File: config.mk
export PLATFORM = sky130hd
export DESIGN_NAME = io_port_grant_table
export DESIGN_NICKNAME = d
export VERILOG_FILES = /design/src/hw/rtl/iopgt_pkg.sv /design/src/hw/rtl/iopgt_ram.sv /design/src/hw/rtl/io_port_grant_table.sv
export SDC_FILE = /design/constraint.sdc
export NUM_CORES = 1
export LEC_CHECK = 0
export ABC_AREA = 1
export BUFFER_PORTS_ARGS = -buffer_cell sky130_fd_sc_hd__buf_4
export CAP_MARGIN = 20
export CORE_ASPECT_RATIO = 1.75
export CORE_MARGIN = 1.5
export CORE_UTILIZATION = 45
export DETAILED_ROUTE_END_ITERATION = 12
export SYNTH_ARGS = -nofsm -noshare
export SYNTH_HDL_FRONTEND = slang
export SYNTH_SLANG_ARGS = --single-unit
File: constraint.sdc
create_clock -name clock -period 4.75 [get_ports clock]
set_clock_uncertainty 0.2 [all_clocks]
set_input_delay 0.2375 -clock clock [delete_from_list [all_inputs] [get_ports clock]]
set_output_delay 0.2375 -clock clock [all_outputs]
set_load 0.05 [all_outputs]
File: src/hw/rtl/iopgt_pkg.sv
// ----------------------------------------------------------------------------
// I/O port grant table package
// Types, codes and default sizes shared by the grant table and its checker.
// ----------------------------------------------------------------------------
package iopgt_pkg;

   localparam int TABLE_ENTRIES_DEF = 16;
   localparam int ENV_COUNT_DEF     = 32;

   localparam int PORT_W   = 16;
   localparam int ENV_ID_W = 5;
   localparam int COUNT_W  = 6;
   localparam int STATUS_W = 3;

   typedef enum logic [0:0] {
      ACT_GRANT  = 1'b0,
      ACT_REVOKE = 1'b1
   } action_type;

   typedef enum logic [STATUS_W-1:0] {
      STAT_OK         = 3'd0,
      STAT_FULL       = 3'd1,
      STAT_EXCL_REQ   = 3'd2,
      STAT_ENTRY_EXCL = 3'd3,
      STAT_ALREADY    = 3'd4,
      STAT_UNKNOWN    = 3'd5,
      STAT_NOT_HOLDER = 3'd6
   } status_type;

   typedef enum logic [1:0] {
      IDLE,
      SCAN,
      DECIDE
   } state_type;

   typedef struct packed {
      logic                action;
      logic [PORT_W-1:0]   port_number;
      logic                want_exclusive;
      logic [ENV_ID_W-1:0] env_id;
   } req_type;

   typedef struct packed {
      logic       success;
      status_type status;
   } rsp_type;

endpackage

File: src/hw/rtl/iopgt_ram.sv
// ----------------------------------------------------------------------------
// Generic single-port-write RAM
// One write port, one read port, read data registered on rd_en.
// ----------------------------------------------------------------------------
module iopgt_ram #(
   parameter int WIDTH = 8,
   parameter int DEPTH = 16,
   localparam int ADDR_W = (DEPTH > 1) ? $clog2(DEPTH) : 1
) (
   input  logic                   clock,
   input  logic                   wr_en,
   input  logic [ADDR_W-1:0]      wr_addr,
   input  logic [WIDTH-1:0]       wr_data,
   input  logic                   rd_en,
   input  logic [ADDR_W-1:0]      rd_addr,
   output logic [WIDTH-1:0]       rd_data
);

   logic [WIDTH-1:0] mem_ff [DEPTH];
   logic [WIDTH-1:0] rd_data_ff;

   always_ff @(posedge clock) begin
      if (wr_en) begin
         mem_ff[wr_addr] <= wr_data;
      end
      if (rd_en) begin
         rd_data_ff <= mem_ff[rd_addr];
      end
   end

   assign rd_data = rd_data_ff;

endmodule

File: src/hw/rtl/io_port_grant_table.sv
// ----------------------------------------------------------------------------
// I/O port grant table
// Grants and revokes per-environment access to I/O ports, one request a time.
// ----------------------------------------------------------------------------
// Usage:
//   Request channel: drive req_data and raise start; the word is taken at the
//   clock edge where start is high and busy is low. busy stays high until the
//   result is out.
//   Result channel: rsp_data is valid for exactly one cycle with rsp_valid;
//   the receiver cannot stall it and must take it in that cycle.
//   Timing: the table RAM is walked one entry a cycle (registered read, so
//   each compare is made in the cycle after its address). The scan stops at
//   the entry that holds the port, or after the last entry on a miss; then
//   the DECIDE state decides and writes. The result strobe comes the cycle
//   after, and busy is already low then, so a waiting word is taken at the
//   edge that ends the strobe.
//   Reset clears all entry valid bits and the sequencer; entry payload is
//   only looked at while its valid bit is set, so the RAM needs no clearing.
//   env_id values at or above ENV_COUNT are folded modulo ENV_COUNT.
// ----------------------------------------------------------------------------
module io_port_grant_table
   import iopgt_pkg::*;
#(
   parameter int TABLE_ENTRIES = TABLE_ENTRIES_DEF,
   parameter int ENV_COUNT     = ENV_COUNT_DEF
) (
   input  logic    clock,
   input  logic    reset,
   input  logic    start,
   output logic    busy,
   input  req_type req_data,
   output logic    rsp_valid,
   output rsp_type rsp_data
);
   localparam int IDX_W = (TABLE_ENTRIES > 1) ? $clog2(TABLE_ENTRIES) : 1;
   localparam int CNT_W = $clog2(TABLE_ENTRIES + 1);
   localparam int ENV_W = $clog2(ENV_COUNT);
   localparam int ENV_IDS = 2 ** ENV_ID_W;

   // entry word layout: {port, exclusive, holder set, holder count}
   localparam int CNT_LO  = 0;
   localparam int SET_LO  = CNT_LO + COUNT_W;
   localparam int EXCL_LO = SET_LO + ENV_COUNT;
   localparam int PORT_LO = EXCL_LO + 1;
   localparam int ENT_W   = PORT_LO + PORT_W;

   // sequencer and request
   state_type          state_ff, state_in;
   req_type            req_ff, req_in;
   logic [CNT_W-1:0]   cnt_ff, cnt_in;

   // read pipeline: which entry the RAM output belongs to
   logic               pipe_vld_ff, pipe_vld_in;
   logic [IDX_W-1:0]   pipe_idx_ff, pipe_idx_in;

   // scan results
   logic               hit_fnd_ff, hit_fnd_in;
   logic [IDX_W-1:0]   hit_idx_ff, hit_idx_in;
   logic [ENT_W-1:0]   hit_ent_ff, hit_ent_in;
   logic               free_fnd_ff, free_fnd_in;
   logic [IDX_W-1:0]   free_idx_ff, free_idx_in;

   logic [TABLE_ENTRIES-1:0] valid_ff, valid_in;

   logic               rsp_valid_ff, rsp_valid_in;
   rsp_type            rsp_ff, rsp_in;

   // RAM port
   logic               ram_wr_en;
   logic [IDX_W-1:0]   ram_wr_addr;
   logic [ENT_W-1:0]   ram_wr_data;
   logic               ram_rd_en;
   logic [ENT_W-1:0]   ram_rd_data;

   // env fold: constant table, env_id -> env_id mod ENV_COUNT
   logic [ENV_W-1:0]     env_mod_tbl [ENV_IDS];
   logic [ENV_W-1:0]     env_idx;
   logic [ENV_COUNT-1:0] env_bit;

   for (genvar g = 0; g < ENV_IDS; g++) begin : g_env_mod
      assign env_mod_tbl[g] = ENV_W'(g % ENV_COUNT);
   end

   assign env_idx = env_mod_tbl[req_ff.env_id];
   assign env_bit = {{(ENV_COUNT-1){1'b0}}, 1'b1} << env_idx;

   // current compare
   logic cur_valid;
   logic scan_hit;

   assign cur_valid = valid_ff[pipe_idx_ff];
   assign scan_hit  = pipe_vld_ff && cur_valid
                      && (ram_rd_data[PORT_LO +: PORT_W] == req_ff.port_number);

   // fields of the matched entry
   logic                 ent_excl;
   logic [ENV_COUNT-1:0] ent_set;
   logic [COUNT_W-1:0]   ent_cnt;

   assign ent_excl = hit_ent_ff[EXCL_LO];
   assign ent_set  = hit_ent_ff[SET_LO +: ENV_COUNT];
   assign ent_cnt  = hit_ent_ff[CNT_LO +: COUNT_W];

   iopgt_ram #(
      .WIDTH (ENT_W),
      .DEPTH (TABLE_ENTRIES)
   ) u_ram (
      .clock   (clock),
      .wr_en   (ram_wr_en),
      .wr_addr (ram_wr_addr),
      .wr_data (ram_wr_data),
      .rd_en   (ram_rd_en),
      .rd_addr (cnt_ff[IDX_W-1:0]),
      .rd_data (ram_rd_data)
   );

   always_ff @(posedge clock) begin
      if (reset) begin
         state_ff     <= IDLE;
         valid_ff     <= '0;
         rsp_valid_ff <= 1'b0;
         pipe_vld_ff  <= 1'b0;
      end else begin
         state_ff     <= state_in;
         valid_ff     <= valid_in;
         rsp_valid_ff <= rsp_valid_in;
         pipe_vld_ff  <= pipe_vld_in;
      end
      req_ff      <= req_in;
      cnt_ff      <= cnt_in;
      pipe_idx_ff <= pipe_idx_in;
      hit_fnd_ff  <= hit_fnd_in;
      hit_idx_ff  <= hit_idx_in;
      hit_ent_ff  <= hit_ent_in;
      free_fnd_ff <= free_fnd_in;
      free_idx_ff <= free_idx_in;
      rsp_ff      <= rsp_in;
   end

   always_comb begin
      logic [ENV_COUNT-1:0] new_set;
      logic [COUNT_W-1:0]   new_cnt;
      logic                 new_excl;
      status_type           st;

      state_in     = state_ff;
      req_in       = req_ff;
      cnt_in       = cnt_ff;
      pipe_vld_in  = 1'b0;
      pipe_idx_in  = pipe_idx_ff;
      hit_fnd_in   = hit_fnd_ff;
      hit_idx_in   = hit_idx_ff;
      hit_ent_in   = hit_ent_ff;
      free_fnd_in  = free_fnd_ff;
      free_idx_in  = free_idx_ff;
      valid_in     = valid_ff;
      rsp_valid_in = 1'b0;
      rsp_in       = rsp_ff;
      ram_rd_en    = 1'b0;
      ram_wr_en    = 1'b0;
      ram_wr_addr  = hit_idx_ff;
      new_set      = ent_set;
      new_cnt      = ent_cnt;
      new_excl     = ent_excl;
      st           = STAT_OK;

      unique case (state_ff)
         IDLE: begin
            if (start) begin
               req_in      = req_data;
               cnt_in      = '0;
               hit_fnd_in  = 1'b0;
               free_fnd_in = 1'b0;
               state_in    = SCAN;
            end
         end

         SCAN: begin
            // issue next read unless the current compare already matched
            ram_rd_en   = (cnt_ff < CNT_W'(TABLE_ENTRIES)) && !scan_hit;
            pipe_vld_in = ram_rd_en;
            pipe_idx_in = cnt_ff[IDX_W-1:0];
            if (ram_rd_en) begin
               cnt_in = cnt_ff + CNT_W'(1);
            end
            // lowest free entry, kept in case the port is not found
            if (pipe_vld_ff && !cur_valid && !free_fnd_ff) begin
               free_fnd_in = 1'b1;
               free_idx_in = pipe_idx_ff;
            end
            if (scan_hit) begin
               hit_fnd_in = 1'b1;
               hit_idx_in = pipe_idx_ff;
               hit_ent_in = ram_rd_data;
               state_in   = DECIDE;
            end else if (pipe_vld_ff && cnt_ff == CNT_W'(TABLE_ENTRIES)) begin
               state_in = DECIDE;
            end
         end

         DECIDE: begin
            if (req_ff.action == ACT_GRANT) begin
               if (!hit_fnd_ff) begin
                  if (!free_fnd_ff) begin
                     st = STAT_FULL;
                  end else begin
                     ram_wr_en   = 1'b1;
                     ram_wr_addr = free_idx_ff;
                     new_excl    = req_ff.want_exclusive;
                     new_set     = env_bit;
                     new_cnt     = COUNT_W'(1);
                     valid_in[free_idx_ff] = 1'b1;
                  end
               end else if (req_ff.want_exclusive) begin
                  st = STAT_EXCL_REQ;
               end else if (ent_excl) begin
                  st = STAT_ENTRY_EXCL;
               end else if ((ent_set & env_bit) != '0) begin
                  st = STAT_ALREADY;
               end else begin
                  ram_wr_en = 1'b1;
                  new_set   = ent_set | env_bit;
                  new_cnt   = ent_cnt + COUNT_W'(1);
               end
            end else begin
               if (!hit_fnd_ff) begin
                  st = STAT_UNKNOWN;
               end else if ((ent_set & env_bit) == '0) begin
                  st = STAT_NOT_HOLDER;
               end else begin
                  ram_wr_en = 1'b1;
                  new_set   = ent_set & ~env_bit;
                  new_cnt   = ent_cnt - COUNT_W'(1);
                  if (new_set == '0) begin
                     valid_in[hit_idx_ff] = 1'b0;
                  end
               end
            end
            rsp_valid_in   = 1'b1;
            rsp_in.success = (st == STAT_OK);
            rsp_in.status  = st;
            state_in       = IDLE;
         end

         default: begin
            state_in = IDLE;
         end
      endcase

      ram_wr_data = {req_ff.port_number, new_excl, new_set, new_cnt};
   end

   assign busy      = (state_ff != IDLE);
   assign rsp_valid = rsp_valid_ff;
   assign rsp_data  = rsp_ff;

endmodule

==> results of run 1 <==
metal layers:
metal / vias up / global-route usage [%] / part of all wire (%) / wire length (um)
met5: - / 0 / 0 / 0
met4: 0 / 9.96 / 3.7 / 3900
met3: 238 / 3.04 / 5.9 / 6150
met2: 1022 / 43.8 / 53 / 55600
met1: 12700 / 28.6 / 37 / 39200
li1: 11500 / - / - / -
report_power, final:
part | internal (mW) | switching [mW] | total [mW]
logic | 0.519 | 1.36 | 1.88
registers | 9.16 | 0.0948 | 9.25
clock network | 4.12 | 3.05 | 7.16
worst paths after layout:
kind / end / slack, ns
max: u_ram.mem_ff[14][53] / 1.01
min: ram_wr_data[49] / 0.09
max reg2reg: u_ram.mem_ff[14][53] / 1.01
min reg2reg: hit_ent_ff[34] / 0.21
state kept, by name (all words and copies together), names as in the netlist, 2 cells and up:
name           cells
ram_wr_data       16
hit_idx_ff         4
pipe_idx_ff        4
state_ff           2
hit_ent_ff        33
req_ff             7
u_ram.mem_ff     784
free_idx_ff        4
u_ram.rd_data     49
cnt_ff             5
rsp_data           4
valid_ff          16
kinds of logic after synthesis:
family          synth area share, %
flops                          73.0
xor+xnor                      0.184
compound gates                 12.5
mux                           0.105
fa+ha+maj                    0.0657
buf+inv                        3.16
simple gates                   11.0
stage by stage:
| stage | hold slack (ns) | worst slack [ns] | power, mW |
|---|---|---|---|
| finish | 0.0895 | 1.01 | 18.3 |
| global route | 0.0774 | 0.808 | 18.9 |
| CTS | 0.0371 | 0.973 | 18.4 |
| detailed placement | 0.205 | 1.03 | 11.3 |
| global placement | 0.201 | 0.973 | 11.2 |
| floorplan | 0.136 | 0.272 | 10.6 |
worst max-delay path: cells and delay by family, from the launching register on:
kind,cells,cell delay (ns)
simple gates,9,1.68
flops,1,0.64
buf+inv,3,0.55
compound gates,1,0.32
layout by cell type (no fill, tap or decap), types with 3 or more instances in the layout:
cell           count
a21oi_1           44
clkinv_4           4
buf_4            101
inv_1             96
a32oi_1           12
a221oi_1           9
bufinv_16         12
nand2_1          364
or2_2              8
o21ai_0          465
clkinv_2           8
edfxtp_1         912
dfxtp_1           20
o22ai_1          220
nand3_1           32
nand3_2            5
a31oi_1           24
o31ai_1           13
dlygate4sd3_1     24
mux2i_1            4
xor2_1             7
clkinv_1          15
nor3_1             3
a41oi_1            3
nor2_2             9
nor2_1           467
nand4_1           91
clkinvlp_4         6
o211ai_1          44
inv_6              3
nor2_4            23
clkbuf_16         90
inv_2              9
clkbuf_1          13
buf_12            21
synth_stat cells:
library cell	count	area, um2
clkbuf_1	185	694
inv_2	8	30.0
a32oi_1	12	105
buf_2	8	40.0
o211ai_1	44	330
xnor2_1	1	8.76
xor2_1	7	61.3
a221oi_1	9	78.8
nand2_4	1	11.3
o21ai_0	465	2330
nor2_2	8	50.1
clkinv_1	3	11.3
mux2i_1	4	40.0
nand3_1	32	160
ha_1	2	25.0
a41oi_1	3	26.3
nand3b_1	1	7.51
o21ai_2	1	8.76
nor4_1	1	6.26
nor2_4	2	22.5
nand4_1	91	569
or2_2	8	50.1
dfxtp_1	20	400
a31oi_1	25	156
o22ai_1	220	1380
o31ai_1	13	97.6
buf_1	5	18.8
a21oi_2	1	8.76
nand3_4	1	17.5
nand2_1	364	1370
buf_4	1	7.51
nand3_2	5	50.1
a211oi_1	2	15.0
nor3_2	1	10.0
nor2_1	489	1840
nor3_1	3	15.0
buf_6	3	33.8
inv_1	98	368
edfxtp_1	912	27400
nand4_2	2	25.0
a21oi_1	44	220
area by class of cell:
| type | instances | area, um2 |
|---|---|---|
| Tap cell | 1072 | 1340 |
| Fill cell | 7041 | 41000 |
| Multi-Input combinational cell | 1862 | 9250 |
| Sequential cell | 932 | 27800 |
| Inverter | 109 | 419 |
| Clock buffer | 103 | 2300 |
| Clock inverter | 48 | 588 |
| Timing Repair Buffer | 148 | 1440 |
==> run_results.csv, run 1 <==
group,metric,value,unit
cells_and_area,stdcell_area,43100,um2
setup_path,cp_common_cell,"nand2_1",
route,post-route-drc-count,0,
sta,finalCriticalPeriod,3.74,ns
setup_path,critPathCaptureType,"flop",
sta,tightest_slew,1.27,ns
cts,clk_latency,0.67,ns
floorplan,die_height,388,um
floorplan,rows,141,
cts,cts_buffer_depth,3,
hold_path,hold_path_depth,2,
cts,cts.hold.buffers_added,24,
setup_path,slowest_stage,"edfxtp_1",
synth,syn-num-nets,3133,
sta,max_freq,268,MHz
setup_path,required,4.91,ns
global_route,grt_overflow,0,
job,max-cap-violations,0,
setup_path,cp-start-kind,"flop",
cts,path_clk_slew,0.08,ns
global_route,grt_usage,24.1,%
cells_and_area,antenna_cells,0,
sta,finalCritPeriodShare,78.7,%
placed_design,place_congestion,0.925,
placed_design,dpl.cell_count,4091,
route,ant_nets,0,
floorplan,die_w,223,um
cts,cts.repair.resized,0,
synth,synthDistinctLibCells,41,
synth,ys_seq_area_share,73.0,%
sta,final.setup.tns,0,ns
route,drt_first_pass_iters,6,
sta,setup_viol,0,
synth,synthCells,3105,
cts,cts-root-buf,"clkbuf_16",
setup_path,worstSetupStartpoint,"req_ff[2]",
cells_and_area,nets,3167,
route,routed_wl,105,mm
synth,synth_area_per_cell,12.3,um2
cts,cts_made_buffers,86,
synth,ys_warn_count,0,
setup_path,cp_data_arrival_time,3.90,ns
global_route,grt_pass1_vias,25200,
cts,clock_sinks,932,
cells_and_area,stdcell_count,4274,
sta,slew_headroom,15.1,%
power,leakage,14.1,nW
power,power_density,424,nW/um2
setup_path,path_max_fanout,20,
floorplan,core-area,84200,um2
cells_and_area,area_delta_synth_final,13.3,%
cells_and_area,final_util,51.2,%
setup_path,path_class,"flop to flop",
cts,tritoncts,"done",
sta,hold_viol,0,
floorplan,initial_core_util,45.2,%
setup_path,r2r_start,"req_ff[2]",
cts,h-tree-depth,3,
route,wl_per_cell,24.5,um
sta,timing.final.max_slew_violations,0,
setup_path,path_cells,"inv_1, nand4_1, inv_2, nand2_1, nand2_1, nor2_1, nand2_1, nor2_2, nand3_1, o21ai_2, nand3_2, nor2_4, buf_12",
sta,rsz0062_at_grt,"false",
route,drt_iter0_drc,2853,
global_route,antenna_found_initial,0,
global_route,grt_pass1_wl,155,mm
placed_design,place_area,39900,um2
run_status,status,"completed",
floorplan,design.die.area,86400,um2
hold_path,holdCritPathClass,"primary input to flop",
route,via_count,25500,
cts,cts_setup_buffers,0,
synth,synth.cell_area,38100,um2
route,vias_per_cell,5.96,
placed_design,io_buffers,31,
synth,yosys_register_bits,932,
cells_and_area,layout-drive-gt1-share,9.78,%
power,ir_drop,0.000275,V
placed_design,hpwlAfterDp,59.0,mm
hold_path,min_from,"req_data[16]",
setup_path,reg2reg_depth,13,
setup_path,cpPeakStageDelay,0.64,ns
global_route,grt_max_degree,213,
floorplan,boundaryPins,32,
Power figures use the tool's default switching activity.
==> run 2, diff against run 1 <==
Clock period 4.75 ns to 3.85 ns, I/O delays scaled along.
==> run 2 against run 1 <==
  * Hold slack worse by 0.055 ns
  * Setup slack worse by 0.75 ns
  * Final area up 0.97%
  * Largest cell class unchanged
  * Critical path type unchanged
  * Register-to-register slack worse by 0.75 ns
  * Total power up 21%
  * First-iteration DRC count down 2.4%
  * Cell count up 1.1%
  * Clock-buffer cell count up 2
  * Core utilization up 0.50 points
==> run_results.csv, run 2 (synthesis gave the netlist of run 1 again) <==
group,metric,value,unit
setup_path,path_delay_family,"simple AND/OR/NAND/NOR gates",
setup_path,cp_common_cell,"nand2_1",
sta,timing.final.max_slew_violations,0,
cts,path_clk_slew,0.06,ns
setup_path,slowest_stage,"edfxtp_1",
floorplan,die_height,388,um
sta,slew_headroom,38.3,%
floorplan,design.die.area,86400,um2
sta,tightest_slew,0.926,ns
power,leakage,14.3,nW
route,post-route-drc-count,0,
cells_and_area,regMostFlops,"u_ram.mem_ff",
sta,rsz0062_at_grt,"false",
route,drt_iter0_drc,2785,
sta,finalCritPeriodShare,93.1,%
floorplan,core-area,84200,um2
global_route,grt_pass1_vias,25500,
cells_and_area,antenna_cells,0,
global_route,grt_usage,24.3,%
route,ant_nets,0,
setup_path,critPathCaptureType,"flop",
sta,timing.hold.ws,0.0344,ns
cts,cts_buffer_depth,3,
placed_design,hpwlAfterDp,63.8,mm
cells_and_area,layout-drive-gt1-share,10.3,%
setup_path,path_class,"flop to flop",
sta,finalCriticalPeriod,3.59,ns
setup_path,path_max_fanout,49,
cts,cts_made_buffers,85,
cts,clk_latency,0.70,ns
power,ir_drop,0.000403,V
cells_and_area,final_common_cell,"edfxtp_1",
setup_path,crit_buf_inv,2,
setup_path,required,3.99,ns
sta,hold_viol,0,
global_route,grt_pass1_wl,157,mm
cts,cts-root-buf,"clkbuf_16",
sta,setup_viol,0,
floorplan,boundaryPins,32,
setup_path,cp-start-kind,"flop",
placed_design,io_buffers,31,
job,max-cap-violations,0,
cells_and_area,area_delta_synth_final,14.4,%
hold_path,holdCritPathClass,"primary input to flop",
run_status,status,"completed",
global_route,grt_overflow,0,
cts,h-tree-depth,3,
cts,cts_setup_buffers,0,
route,drt_first_pass_iters,6,
floorplan,die_w,223,um
cells_and_area,final_cell_mix,"edfxtp_1, nor2_1, o21ai_0, nand2_1, o22ai_1",
setup_path,cpPeakStageDelay,0.49,ns
cts,cts.hold.buffers_added,36,
power,power,22.1,mW
floorplan,initial_core_util,45.2,%
setup_path,cp_data_arrival_time,3.73,ns
route,wl_per_cell,24.5,um
cts,tritoncts,"done",
placed_design,place_congestion,0.929,
cts,clock_sinks,932,
cells_and_area,nets,3214,
route,vias_per_cell,5.97,
setup_path,path_cells,"nor2_2, nand4_1, inv_1, nand2_1, nand2_1, nor2_1, nand2_1, nor2_2, nand2_1, nand2_1, a21oi_2, nand3_2, nor2_4, buf_12",
sta,max_freq,279,MHz
route,routed_wl,106,mm
floorplan,rows,141,
global_route,antenna_found_initial,0,
cts,cts.repair.resized,0,
power,power_density,508,nW/um2
cells_and_area,largest_register_ffs,784,
global_route,grt_max_degree,106,
route,via_count,25800,
run 2: area by class of cell:
cell class,count,area (um2)
Inverter,109,419
Clock buffer,105,2200
Fill cell,7005,40600
Multi-Input combinational cell,1862,9240
Sequential cell,932,27800
Timing Repair Buffer,196,2070
Tap cell,1072,1340
Clock inverter,47,488
run 2: worst reg2reg max path, stage by stage, from the launching register on:
cell      delay, ns
edfxtp_1       0.49
nor2_2         0.42
nand4_1        0.24
inv_1          0.13
nand2_1        0.06
nand2_1        0.07
nor2_1         0.06
nand2_1        0.11
nor2_2         0.07
nand2_1        0.07
nand2_1        0.09
a21oi_2        0.35
nand3_2        0.31
nor2_4         0.20
buf_12         0.33
run 2: layer usage:
layer | GRT usage, % | vias to the layer above | wire length, um
li1 | - | 11600 | -
met3 | 2.98 | 239 | 5960
met1 | 29.4 | 12900 | 40600
met5 | 0 | - | 0
met4 | 9.96 | 0 | 3810
met2 | 43.5 | 994 | 55500
run 2: stage by stage:
stage	setup slack [ns]	instances	setup TNS, ns	utilization, %	instance area, um2
3_3_place_gp	0.349	4133	0	48.1	40500
4_1_cts	0.303	4322	0	51.7	43500
2_1_floorplan	-0.628	3105	-492.13	-	38100
5_1_grt	0.101	4323	0	51.7	43500
6_report	0.264	4323	0	51.7	43500
3_5_place_dp	0.334	4134	0	48.1	40500
run 2: worst paths after layout:
check                    startpoint                   to  slack (ns)  cells past startpoint
hold reg to reg   u_ram.rd_data[37]       hit_ent_ff[37]        0.22                      0
setup reg to reg          req_ff[0]  u_ram.mem_ff[9][32]        0.26                     14
setup / recovery          req_ff[0]  u_ram.mem_ff[9][32]        0.26                     14
hold / removal          req_data[2]            req_ff[2]        0.03                      2
run 2: power by group:
| part | internal, mW | switching, mW | leakage [nW] |
|---|---|---|---|
| sequential | 11.3 | 0.118 | 8.39 |
| clock | 4.46 | 3.79 | 1.29 |
| combinational | 0.704 | 1.74 | 4.61 |
| total | 16.5 | 5.65 | 14.3 |
